`src/design/hms_pkg.sv`:
```
// Shared types and constants for the h:m:s time text parser.
// Used by hms_front, hms_queue, hms_back and the top level.
package hms_pkg;

  localparam int QUEUE_DEPTH = 2;

  localparam int CH_W    = 8;
  localparam int FIELD_W = 31;
  localparam int TOTAL_W = 32;

  // character classes carried from front to back
  localparam logic [1:0] CLS_BLANK = 2'd0;
  localparam logic [1:0] CLS_DIGIT = 2'd1;
  localparam logic [1:0] CLS_COLON = 2'd2;
  localparam logic [1:0] CLS_OTHER = 2'd3;

  localparam logic [CH_W-1:0] CHR_ZERO  = 8'h30;
  localparam logic [CH_W-1:0] CHR_NINE  = 8'h39;
  localparam logic [CH_W-1:0] CHR_COLON = 8'h3A;
  localparam logic [CH_W-1:0] CHR_SPACE = 8'h20;
  localparam logic [CH_W-1:0] CHR_TAB   = 8'h09;
  localparam logic [CH_W-1:0] CHR_CR    = 8'h0D;
  localparam logic [CH_W-1:0] CHR_LF    = 8'h0A;

  typedef struct packed {
    logic       last;
    logic [1:0] kind;
    logic [3:0] digit;
  } item_t;

endpackage

```
`src/design/hms_front.sv`:
```
// Front end: classifies each incoming character into a queue entry.
// Depends on hms_pkg for the class codes and the item_t entry.
module hms_front (
  input  logic [hms_pkg::CH_W-1:0] ch,
  input  logic                     last,
  output hms_pkg::item_t           item
);

  logic [hms_pkg::CH_W-1:0] ofs;

  assign ofs = ch - hms_pkg::CHR_ZERO;

  always_comb begin
    item.last  = last;
    item.digit = ofs[3:0];
    if (ch >= hms_pkg::CHR_ZERO && ch <= hms_pkg::CHR_NINE) begin
      item.kind = hms_pkg::CLS_DIGIT;
    end else if (ch == hms_pkg::CHR_COLON) begin
      item.kind = hms_pkg::CLS_COLON;
    end else if (ch == hms_pkg::CHR_SPACE || ch == hms_pkg::CHR_TAB ||
                 ch == hms_pkg::CHR_CR || ch == hms_pkg::CHR_LF) begin
      item.kind = hms_pkg::CLS_BLANK;
    end else begin
      item.kind = hms_pkg::CLS_OTHER;
    end
  end

endmodule

```
`src/design/hms_queue.sv`:
```
// Small register queue between the classifier and the parser back end.
// Depends on hms_pkg for item_t.
module hms_queue #(
  parameter int Depth = hms_pkg::QUEUE_DEPTH
) (
  input  logic           clk,
  input  logic           rst_n,
  input  logic           push,
  input  hms_pkg::item_t wr_data,
  input  logic           pop,
  output hms_pkg::item_t rd_data,
  output logic           not_empty,
  output logic           full
);

  localparam int PtrW = (Depth > 1) ? $clog2(Depth) : 1;
  localparam int CntW = $clog2(Depth + 1);

  hms_pkg::item_t mem_r [Depth];
  logic [PtrW-1:0] wr_ptr_r, wr_ptr_nxt;
  logic [PtrW-1:0] rd_ptr_r, rd_ptr_nxt;
  logic [CntW-1:0] cnt_r, cnt_nxt;

  assign not_empty = (cnt_r != '0);
  assign full      = (cnt_r == CntW'(Depth));
  assign rd_data   = mem_r[rd_ptr_r];

  always_comb begin
    wr_ptr_nxt = wr_ptr_r;
    rd_ptr_nxt = rd_ptr_r;
    cnt_nxt    = cnt_r;
    if (push) begin
      wr_ptr_nxt = (wr_ptr_r == PtrW'(Depth - 1)) ? '0 : wr_ptr_r + 1'b1;
    end
    if (pop) begin
      rd_ptr_nxt = (rd_ptr_r == PtrW'(Depth - 1)) ? '0 : rd_ptr_r + 1'b1;
    end
    if (push && !pop) begin
      cnt_nxt = cnt_r + 1'b1;
    end else if (pop && !push) begin
      cnt_nxt = cnt_r - 1'b1;
    end
  end

  always_ff @(posedge clk) begin
    if (!rst_n) begin
      wr_ptr_r <= '0;
      rd_ptr_r <= '0;
      cnt_r    <= '0;
    end else begin
      wr_ptr_r <= wr_ptr_nxt;
      rd_ptr_r <= rd_ptr_nxt;
      cnt_r    <= cnt_nxt;
    end
  end

  always_ff @(posedge clk) begin
    if (push) begin
      mem_r[wr_ptr_r] <= wr_data;
    end
  end

endmodule

```
`src/design/hms_back.sv`:
```
// Back end: field/total state machine and the result output register.
// Depends on hms_pkg for class codes, widths and item_t.
module hms_back (
  input  logic                           clk,
  input  logic                           rst_n,
  input  logic                           q_valid,
  input  hms_pkg::item_t                 q_data,
  output logic                           q_pop,
  output logic                           out_valid,
  output logic [hms_pkg::TOTAL_W-1:0]    out_seconds,
  input  logic                           out_stall
);

  localparam logic [1:0] PH_LEAD   = 2'd0;
  localparam logic [1:0] PH_DIGITS = 2'd1;
  localparam logic [1:0] PH_TRAIL  = 2'd2;
  localparam logic [1:0] PH_DONE   = 2'd3;

  localparam int FW = hms_pkg::FIELD_W;
  localparam int TW = hms_pkg::TOTAL_W;

  logic [1:0]    phase_r, phase_nxt;
  logic [1:0]    idx_r, idx_nxt;
  logic [FW-1:0] field_r, field_nxt;
  logic [TW-1:0] total_r, total_nxt;
  logic          out_valid_r, out_valid_nxt;
  logic [TW-1:0] out_seconds_r, out_seconds_nxt;

  logic          out_free;
  logic [FW+3:0] dig_val;
  logic          dig_ovf;
  logic [TW-1:0] colon_sum;
  logic [TW-1:0] colon_total;
  logic          do_digit, do_colon;

  assign out_free = !out_valid_r || !out_stall;
  assign q_pop    = q_valid && out_free;

  // field*10 + digit, 35 bits so the overflow shows in the top bits
  assign dig_val = ({4'd0, field_r} << 3) + ({4'd0, field_r} << 1)
                   + {{(FW){1'b0}}, q_data.digit};
  assign dig_ovf = (dig_val[FW+3:FW] != 4'd0);

  // (total + field) * 60 as x*64 - x*4, wrapping
  assign colon_sum   = total_r + {1'b0, field_r};
  assign colon_total = (colon_sum << 6) - (colon_sum << 2);

  always_comb begin
    do_digit = 1'b0;
    do_colon = 1'b0;
    phase_nxt = phase_r;
    case (phase_r)
      PH_LEAD: begin
        case (q_data.kind)
          hms_pkg::CLS_BLANK: phase_nxt = phase_r;
          hms_pkg::CLS_DIGIT: do_digit = 1'b1;
          hms_pkg::CLS_COLON: do_colon = 1'b1;
          default:            phase_nxt = PH_DONE;
        endcase
      end
      PH_DIGITS: begin
        case (q_data.kind)
          hms_pkg::CLS_DIGIT: do_digit = 1'b1;
          hms_pkg::CLS_BLANK: phase_nxt = (idx_r >= 2'd2) ? PH_DONE : PH_TRAIL;
          hms_pkg::CLS_COLON: do_colon = 1'b1;
          default:            phase_nxt = PH_DONE;
        endcase
      end
      PH_TRAIL: begin
        case (q_data.kind)
          hms_pkg::CLS_BLANK: phase_nxt = phase_r;
          hms_pkg::CLS_COLON: do_colon = 1'b1;
          default:            phase_nxt = PH_DONE;
        endcase
      end
      default: phase_nxt = phase_r;
    endcase

    idx_nxt   = idx_r;
    field_nxt = field_r;
    total_nxt = total_r;
    if (do_digit) begin
      if (dig_ovf) begin
        field_nxt = '0;
        phase_nxt = PH_DONE;
      end else begin
        field_nxt = dig_val[FW-1:0];
        phase_nxt = PH_DIGITS;
      end
    end
    if (do_colon) begin
      if (idx_r >= 2'd2) begin
        phase_nxt = PH_DONE;
      end else begin
        total_nxt = colon_total;
        field_nxt = '0;
        idx_nxt   = idx_r + 2'd1;
        phase_nxt = PH_LEAD;
      end
    end
  end

  always_comb begin
    out_valid_nxt   = out_valid_r;
    out_seconds_nxt = out_seconds_r;
    if (q_pop && q_data.last) begin
      out_valid_nxt   = 1'b1;
      out_seconds_nxt = total_nxt + {1'b0, field_nxt};
    end else if (!out_stall) begin
      out_valid_nxt = 1'b0;
    end
  end

  always_ff @(posedge clk) begin
    if (!rst_n) begin
      phase_r     <= PH_LEAD;
      idx_r       <= '0;
      field_r     <= '0;
      total_r     <= '0;
      out_valid_r <= 1'b0;
    end else begin
      out_valid_r <= out_valid_nxt;
      if (q_pop) begin
        if (q_data.last) begin
          // string ends: back to the start for the next one
          phase_r <= PH_LEAD;
          idx_r   <= '0;
          field_r <= '0;
          total_r <= '0;
        end else begin
          phase_r <= phase_nxt;
          idx_r   <= idx_nxt;
          field_r <= field_nxt;
          total_r <= total_nxt;
        end
      end
    end
  end

  always_ff @(posedge clk) begin
    out_seconds_r <= out_seconds_nxt;
  end

  assign out_valid   = out_valid_r;
  assign out_seconds = out_seconds_r;

endmodule

```
`src/design/hms_time_text_to_seconds.sv`:
```
// Time text (h:m:s, m:s or s) to seconds parser, one character beat per cycle.
// The last character is written into the queue; when the back end pops it, it is parsed
// straight into the output register behind out_valid, after any beats queued ahead of it.
// Throughput: one character per cycle while no result is held; a held result stops the
// parser, so the queue fills and in_stall rises.
// Reset (synchronous, rst_n low) empties the queue, restarts parsing, drops out_valid.
module hms_time_text_to_seconds #(
  parameter int QueueDepth = hms_pkg::QUEUE_DEPTH
) (
  input  logic                              clk,
  input  logic                              rst_n,
  input  logic                              in_valid,
  output logic                              in_stall,
  input  logic [hms_pkg::CH_W-1:0]          in_ch,
  input  logic                              in_last,
  output logic                              out_valid,
  input  logic                              out_stall,
  output logic signed [hms_pkg::TOTAL_W-1:0] out_seconds
);

  hms_pkg::item_t                 f_item;
  hms_pkg::item_t                 q_data;
  logic                           q_push, q_pop, q_valid, q_full;
  logic [hms_pkg::TOTAL_W-1:0]    seconds_u;

  hms_front u_front (
    .ch   (in_ch),
    .last (in_last),
    .item (f_item)
  );

  assign in_stall = q_full;
  assign q_push   = in_valid && !q_full;

  hms_queue #(
    .Depth (QueueDepth)
  ) u_queue (
    .clk       (clk),
    .rst_n     (rst_n),
    .push      (q_push),
    .wr_data   (f_item),
    .pop       (q_pop),
    .rd_data   (q_data),
    .not_empty (q_valid),
    .full      (q_full)
  );

  hms_back u_back (
    .clk         (clk),
    .rst_n       (rst_n),
    .q_valid     (q_valid),
    .q_data      (q_data),
    .q_pop       (q_pop),
    .out_valid   (out_valid),
    .out_seconds (seconds_u),
    .out_stall   (out_stall)
  );

  assign out_seconds = $signed(seconds_u);

  a_pop_needs_entry: assert property (@(posedge clk) disable iff (!rst_n)
    q_pop |-> q_valid)
    else $error("back end popped an empty queue");

  a_last_gives_result: assert property (@(posedge clk) disable iff (!rst_n)
    (q_pop && q_data.last) |=> out_valid)
    else $error("last beat popped without a result");

  a_no_phantom_entry: assert property (@(posedge clk) disable iff (!rst_n)
    (!q_valid && !q_push) |=> !q_valid)
    else $error("queue filled without a push");

  a_pop_blocked: assert property (@(posedge clk) disable iff (!rst_n)
    (out_valid && out_stall) |-> !q_pop)
    else $error("parser advanced while result held");

endmodule
```
`config.mk`:
```
export PLATFORM = sky130hd
export DESIGN_NAME = hms_time_text_to_seconds
export DESIGN_NICKNAME = d
export VERILOG_FILES = /design/src/design/hms_pkg.sv /design/src/design/hms_front.sv /design/src/design/hms_queue.sv /design/src/design/hms_back.sv /design/src/design/hms_time_text_to_seconds.sv
export SDC_FILE = /design/constraint.sdc
export NUM_CORES = 1
export LEC_CHECK = 0
export BUFFER_PORTS_ARGS = -buffer_cell sky130_fd_sc_hd__buf_2
export CORE_ASPECT_RATIO = 0.6
export CORE_MARGIN = 5
export CORE_UTILIZATION = 60
export CTS_BUF_LIST = sky130_fd_sc_hd__clkbuf_4 sky130_fd_sc_hd__clkbuf_8
export DETAILED_ROUTE_END_ITERATION = 7
export HOLD_SLACK_MARGIN = 0.02
export PLACE_DENSITY = 0.89
export SLEW_MARGIN = 15
export SYNTH_ARGS = -nofsm -noshare
export SYNTH_HDL_FRONTEND = slang
export SYNTH_HIERARCHICAL = 1
export SYNTH_SLANG_ARGS = --single-unit
```
`constraint.sdc`:
```
create_clock -name clk -period 18.75 [get_ports clk]
set_clock_uncertainty 0.1 [all_clocks]
set_input_delay 0.9375 -clock clk [delete_from_list [all_inputs] [get_ports clk]]
set_output_delay 0.9375 -clock clk [all_outputs]
set_load 0.05 [all_outputs]
```
==> flow_metrics.tcl, run 1 <==
set metrics [dict create \
    grt_pass1_wl_um 51750 \
    vias 10870 \
    min_to "u_back/total_r[30]$_SDFFE_PN0P_" \
    dieArea_um2 22630 \
    finalHoldViolCount 0 \
    grt_pass1_vias 9807 \
    regArea_um2 2843 \
    hold_start "u_back/total_r[30]$_SDFFE_PN0P_" \
    synth-seq-cells 119 \
    critPathRequiredTime_ps 18860 \
    drt_wl_total_um 32630 \
    min_path_type "flip-flop to flip-flop" \
    yosys_warnings 6 \
    antenna_cells 0 \
    clock-sinks 119 \
    globalplace.congestion 0.9660 \
    cts_setup_buffers 0 \
    synth_area_per_cell_um2 8.629 \
    fin_nets 1558 \
    multi_input_area_um2 8454 \
    clock_latency_ps 460 \
    dp_hpwl_um 25220 \
    grt_max_degree 57 \
    post-route-min-period_ps 8300 \
    crit_fanout 17 \
    worst_pin_slew_ps 1183 \
    cts-resized-gates 0 \
    cts_hold_buf 0 \
    power.density_nw_per_um2 74.91 \
    cts_tree "yes" \
    fillers 1503 \
    io_pins 47 \
    critPathMaxStageDelay_ps 590 \
    period_share_pct 44.27 \
    clockBufferDepth 2 \
    ys_types 99 \
    core_area_um2 19180 \
    syn_nets 1538 \
    htree_num_levels 4 \
    path_class "flip-flop to flip-flop" \
    setup_tns_ps 0 \
    synth-edff-count 46 \
    async_flop_share_pct 0 \
    final_antenna_net_count 0 \
    setup_ws_ps 10450 \
    arrival_ps 8410 \
    p_leak_nw 5.980 \
    cts.reportedPaths.clkPinSlew_ps 80 \
    rows 39 \
    dr.pass1.iters 6 \
    irDropWorstVdd_mv 0.04974 \
    rsz0062_at_grt "no" \
    die_w_um 190.9 \
    worstSetupEndpointType "flip-flop" \
    numCtsBuffers 17 \
    slew_headroom_pct 20.82 \
    grtUsageTotal_pct 28.18 \
    worstReg2RegEnd "u_back/out_seconds[30]$_DFFE_PP_" \
    cts-root-buf "clkbuf_8" \
    start_util_pct 61.42 \
    status "completed" \
    portBuffers 46 \
    first_iter_violations 1203 \
    slowest_stage "nor2_2" \
    r2r_slack_ps 10450 \
    max_freq_ghz 0.1205 \
    wl_per_cell_um 19.61 \
    syn-cell-area_um2 11780 \
    drc 0 \
    maxCapViolCount 0 \
    cp-start-kind "flip-flop" \
    grt_overflow 0 \
    whs_path_depth 2 \
    drv_slew 0 \
    fin_hold_ws_ps 363.3 \
    pre_cts_ws_ps 10990 \
    areaGrowthSynthToFinish_pct 7.075 \
    via_per_inst 6.533 \
    dieHeight_um 118.5 \
    ys_seq_area_share_pct 24.13 \
    setup_viol 0 \
    layout-drive-gt1-share_pct 9.657 \
    reg2reg_depth 29 \
    synth-main-ff-cell "dfxtp_1" \
    syn-instance-count 1365 \
    antenna_found_initial 0 \
]
==> routing by layer <==
| layer | global-route usage (%) | vias up | part of all wire (%) |
|---|---|---|---|
| met5 | 2.350 | - | 0.21 |
| li1 | - | 5111 | - |
| met3 | 11.87 | 35 | 15 |
| met4 | 3.991 | 2 | 0.89 |
| met1 | 43.31 | 5084 | 47 |
| met2 | 36.83 | 639 | 37 |
==> cell usage after synthesis (all sizes together), types with 26 or more instances <==
cell type	number	share of area, %
clkbuf	31	0.99
nand2	115	3.7
nor2	62	2.0
xor2	26	1.9
o21ai	91	3.9
ha	156	17
edfxtp	46	12
a22o	63	4.7
a21oi	108	4.6
inv	67	2.1
dfxtp	73	12
a21o	53	3.4
xnor2	80	6.2
nand3	26	1.2
nor2b	36	2.0
==> final cells by class <==
cell class                      count  area share (%)
Tap cell                          266           2.639
Multi-Input combinational cell   1127           67.03
Timing Repair Buffer               53           2.242
Clock inverter                     14           1.637
Clock buffer                       18           1.915
Inverter                           67           1.994
Sequential cell                   119           22.54
==> cell families after synthesis <==
kind of cell             synth area share [%]
AO/OA/AOI/OAI                           28.38
AND/OR/NAND/NOR                         16.42
adder cells (fa/ha/maj)                 17.42
buffers and inverters                   4.143
flip-flops                              24.13
XOR/XNOR                                8.105
multiplexers                            1.392
==> critical path: cells and delay by family (launching register included) <==
kind / cells / cell delay (ps)
xor gates and xnor gates: 1 / 80
DFF: 1 / 580
and+or+nand+nor: 3 / 790
muxes: 1 / 430
adders and majority gates: 4 / 1040
AOI/OAI and AO/OA: 19 / 4930
buffers and inverters: 1 / 90
==> stage by stage <==
step | util (%) | cell area, um2 | std cells | power, mW
2_1_floorplan | - | 11780 | 1365 | 0.5805
5_1_grt | 65.77 | 12610 | 1664 | 0.9836
3_3_place_gp | 63.42 | 12160 | 1632 | 0.6666
4_1_cts | 65.76 | 12610 | 1664 | 0.9370
3_5_place_dp | 63.42 | 12160 | 1632 | 0.6721
6_report | 65.77 | 12610 | 1664 | 0.9448
==> sequential cells by signal, indices dropped and copies added (netlist names), named ones only <==
register            count
u_back/field_r         31
u_back/idx_r            2
u_back/out_seconds     32
u_back/out_valid        1
u_back/phase_r          2
u_back/total_r         32
u_queue/cnt_r           2
u_queue/mem_r          14
u_queue/rd_ptr_r        1
u_queue/wr_ptr_r        1
==> how the worst max path moves through the flow <==
| stage | startpoint | endpoint | depth (start not counted) |
|---|---|---|---|
| after global placement | flip-flop | u_back/out_seconds[30]$_DFFE_PP_ | 31 |
| after floorplan | flip-flop | u_back/out_seconds[30]$_DFFE_PP_ | 33 |
| after detailed placement | flip-flop | u_back/out_seconds[30]$_DFFE_PP_ | 30 |
| final | flip-flop | u_back/out_seconds[30]$_DFFE_PP_ | 29 |
| after CTS | flip-flop | u_back/out_seconds[30]$_DFFE_PP_ | 29 |
| after global routing | flip-flop | u_back/out_seconds[30]$_DFFE_PP_ | 29 |
==> layout by cell type, fill, tap and decap left out, types with 7 or more instances in the layout <==
cell type and count:
ha_1 156, nand2_1 113, a21oi_1 108, o21ai_0 79, xnor2_1 78, dfxtp_1 73, inv_1 65, a22o_1 63
nor2_1 60, a21o_1 52, buf_2 46, edfxtp_1 46, nor2b_1 34, xor2_1 26, nand3_1 25, o21a_1 22
o21bai_1 21, nor3_1 20, and2_1 20, nand2b_1 19, clkbuf_8 17, and3_1 17, a22oi_1 17, a31oi_1 13
o21ai_1 12, mux2_2 11, a211oi_1 8, or3_1 8, o31ai_1 7, o2111ai_1 7, buf_4 7
==> where the power goes <==
group	total (mW)	internal [mW]	switching (mW)
Sequential	0.318	0.305	0.0129
Clock	0.269	0.158	0.110
Combinational	0.358	0.104	0.253
Total	0.945	0.568	0.377
(Power assumes the default switching activity.)
==> run 2: changes to the inputs <==
- ABC_AREA: not set -> 1
- CORE_UTILIZATION: 60 -> 59
- PLACE_DENSITY: 0.89 -> 0.91
- clock period: 18.75 -> 7.6 ns (I/O delays scaled with it)
==> flow_metrics.tcl, run 2 <==
set metrics [dict create \
    start_util_pct 60.37 \
    drc 0 \
    total_power_mw 2.693 \
    finalHoldViolCount 0 \
    p_leak_nw 7.067 \
    worst_pin_slew_ps 1085 \
    mostFrequentLayoutCell "nand2_1" \
    status "completed" \
    core_area_um2 21140 \
    drt_wl_total_um 37650 \
    globalplace.congestion 0.9842 \
    synth_largest_area_cell "ha_1" \
    worstSetupEndpointType "flip-flop" \
    areaGrowthSynthToFinish_pct 5.855 \
    wl_per_cell_um 17.10 \
    instances_no_fill 2202 \
    dr.pass1.iters 6 \
    vias 13130 \
    max_freq_ghz 0.1446 \
    clock_latency_ps 460 \
    synth.most_common_cell "nand2_1" \
    irDropWorstVdd_mv 0.5998 \
    dp_hpwl_um 29250 \
    yosys_warnings 6 \
    critPathRequiredTime_ps 7710 \
    ys_seq_area_share_pct 22.28 \
    slew_headroom_pct 27.49 \
    cts_tree "yes" \
    dieHeight_um 123.9 \
    layout-drive-gt1-share_pct 9.880 \
    synth-main-ff-cell "dfxtp_1" \
    path_class "flip-flop to flip-flop" \
    dieArea_um2 24760 \
    portBuffers 46 \
    grt_pass1_wl_um 60410 \
    post-route-min-period_ps 6917 \
    io_pins 47 \
    ys_types 56 \
    antenna_cells 0 \
    syn-cell-area_um2 12760 \
    rsz0062_at_grt "no" \
    final_cell_mix "nand2_1, a21oi_1, inv_1" \
    async_flop_share_pct 0 \
    syn-instance-count 1886 \
    synth_top_area_share_pct 15.30 \
    antenna_found_initial 0 \
    fin_nets 2083 \
    final_antenna_net_count 0 \
    drv_slew 0 \
    synth-edff-count 46 \
    setup_viol 0 \
    maxCapViolCount 0 \
    place_inst 2169 \
    setup_tns_ps 0 \
    cp-start-kind "flip-flop" \
    synth_commonest_cells "nand2_1, a21oi_1, inv_1" \
    min_path_type "primary input to flip-flop" \
    via_per_inst 5.964 \
    first_iter_violations 1496 \
    grtUsageTotal_pct 30.50 \
    numCtsBuffers 17 \
    htree_num_levels 4 \
    synth-seq-cells 119 \
    clock-sinks 119 \
    die_w_um 199.8 \
    cts_setup_buffers 0 \
    grt_pass1_vias 12000 \
    clockBufferDepth 2 \
    arrival_ps 7020 \
    cts-root-buf "clkbuf_8" \
    period_share_pct 91.02 \
    rows 41 \
    synth.area.top_cells "ha_1, nand2_1, dfxtp_1" \
    grt_overflow 0 \
    syn_nets 2059 \
    synth_area_per_cell_um2 6.765 \
    cts.reportedPaths.clkPinSlew_ps 80 \
    slowest_stage "fa_1" \
    grt_max_degree 70 \
    crit_fanout 18 \
    critPathMaxStageDelay_ps 610 \
    power.density_nw_per_um2 199.4 \
]
run 2: worst paths after layout:
path / from / end / slack (ps) / cells past startpoint
setup / recovery: flip-flop / u_back/out_seconds[27]$_DFFE_PP_ / 680 / 29
hold / removal: in_ch[1] / u_queue/mem_r[0][1]$_DFFE_PP_ / 40 / 1
setup reg to reg: flip-flop / u_back/out_seconds[27]$_DFFE_PP_ / 680 / 29
hold reg to reg: u_back/total_r[31]$_SDFFE_PN0P_ / u_back/total_r[31]$_SDFFE_PN0P_ / 370 / 2
run 2: layer usage:
metal	GRT usage, %	part of all wire, %	up-vias
met4	9.160	2.4	0
li1	-	-	6375
met3	5.812	10	84
met1	44.84	46	5950
met2	45.51	41	724
met5	0	0	-
run 2: cells by family (layout without fill, tap and decap cells):
group | count (synthesis) | count (layout) | share of synthesized area (%)
xor gates and xnor gates | 93 | 93 | 6.384
DFF | 119 | 119 | 22.28
adders and majority gates | 160 | 160 | 15.93
buffers and inverters | 257 | 294 | 8.473
and+or+nand+nor | 880 | 880 | 30.13
muxes | 8 | 8 | 0.7061
AOI/OAI and AO/OA | 369 | 369 | 16.10
run 2: final cells by class:
class,count,area (um2)
fill,1837,7630
clock buffer,17,234.0
timing repair buffer,53,285.3
multi-input combinational,1510,8859
inverter,209,787.0
tap,279,349.1
clock inverter,15,148.9
sequential,119,2843
run 2: timing repair:
action,4_1_cts,5_1_grt
hold endpoints to repair,2,0
gates resized for setup,0,0
hold buffers,1,0
run 2: worst max-delay path: cells and delay by family (launching register included):
kind / cells / cell delay [ps]
multiplexers: 1 / 220
adder cells (fa/ha/maj): 3 / 1220
flip-flops: 1 / 520
AND/OR/NAND/NOR: 9 / 1320
XOR/XNOR: 2 / 350
buffers and inverters: 2 / 120
AO/OA/AOI/OAI: 12 / 2820
run 2: metrics by stage:
| step | hold WS, ps | area [um2] | worst slack (ps) | utilization, % |
|---|---|---|---|---|
| after global placement | 346.5 | 13110 | 1374 | 62.03 |
| after floorplan | 336.2 | 12760 | 2058 | - |
| after detailed placement | 358.6 | 13110 | 1042 | 62.03 |
| final | 42.26 | 13510 | 682.7 | 63.90 |
| after global routing | 29.38 | 13510 | 373.3 | 63.90 |
| after CTS | 32.66 | 13500 | 1000 | 63.89 |
run 2: where the power goes:
group	switching [mW]	internal, mW	leakage [nW]	total [mW]
clock	0.309	0.265	0.189	0.575
sequential	0.0517	0.777	1.02	0.829
combinational	0.954	0.335	5.86	1.29
total	1.32	1.38	7.07	2.69
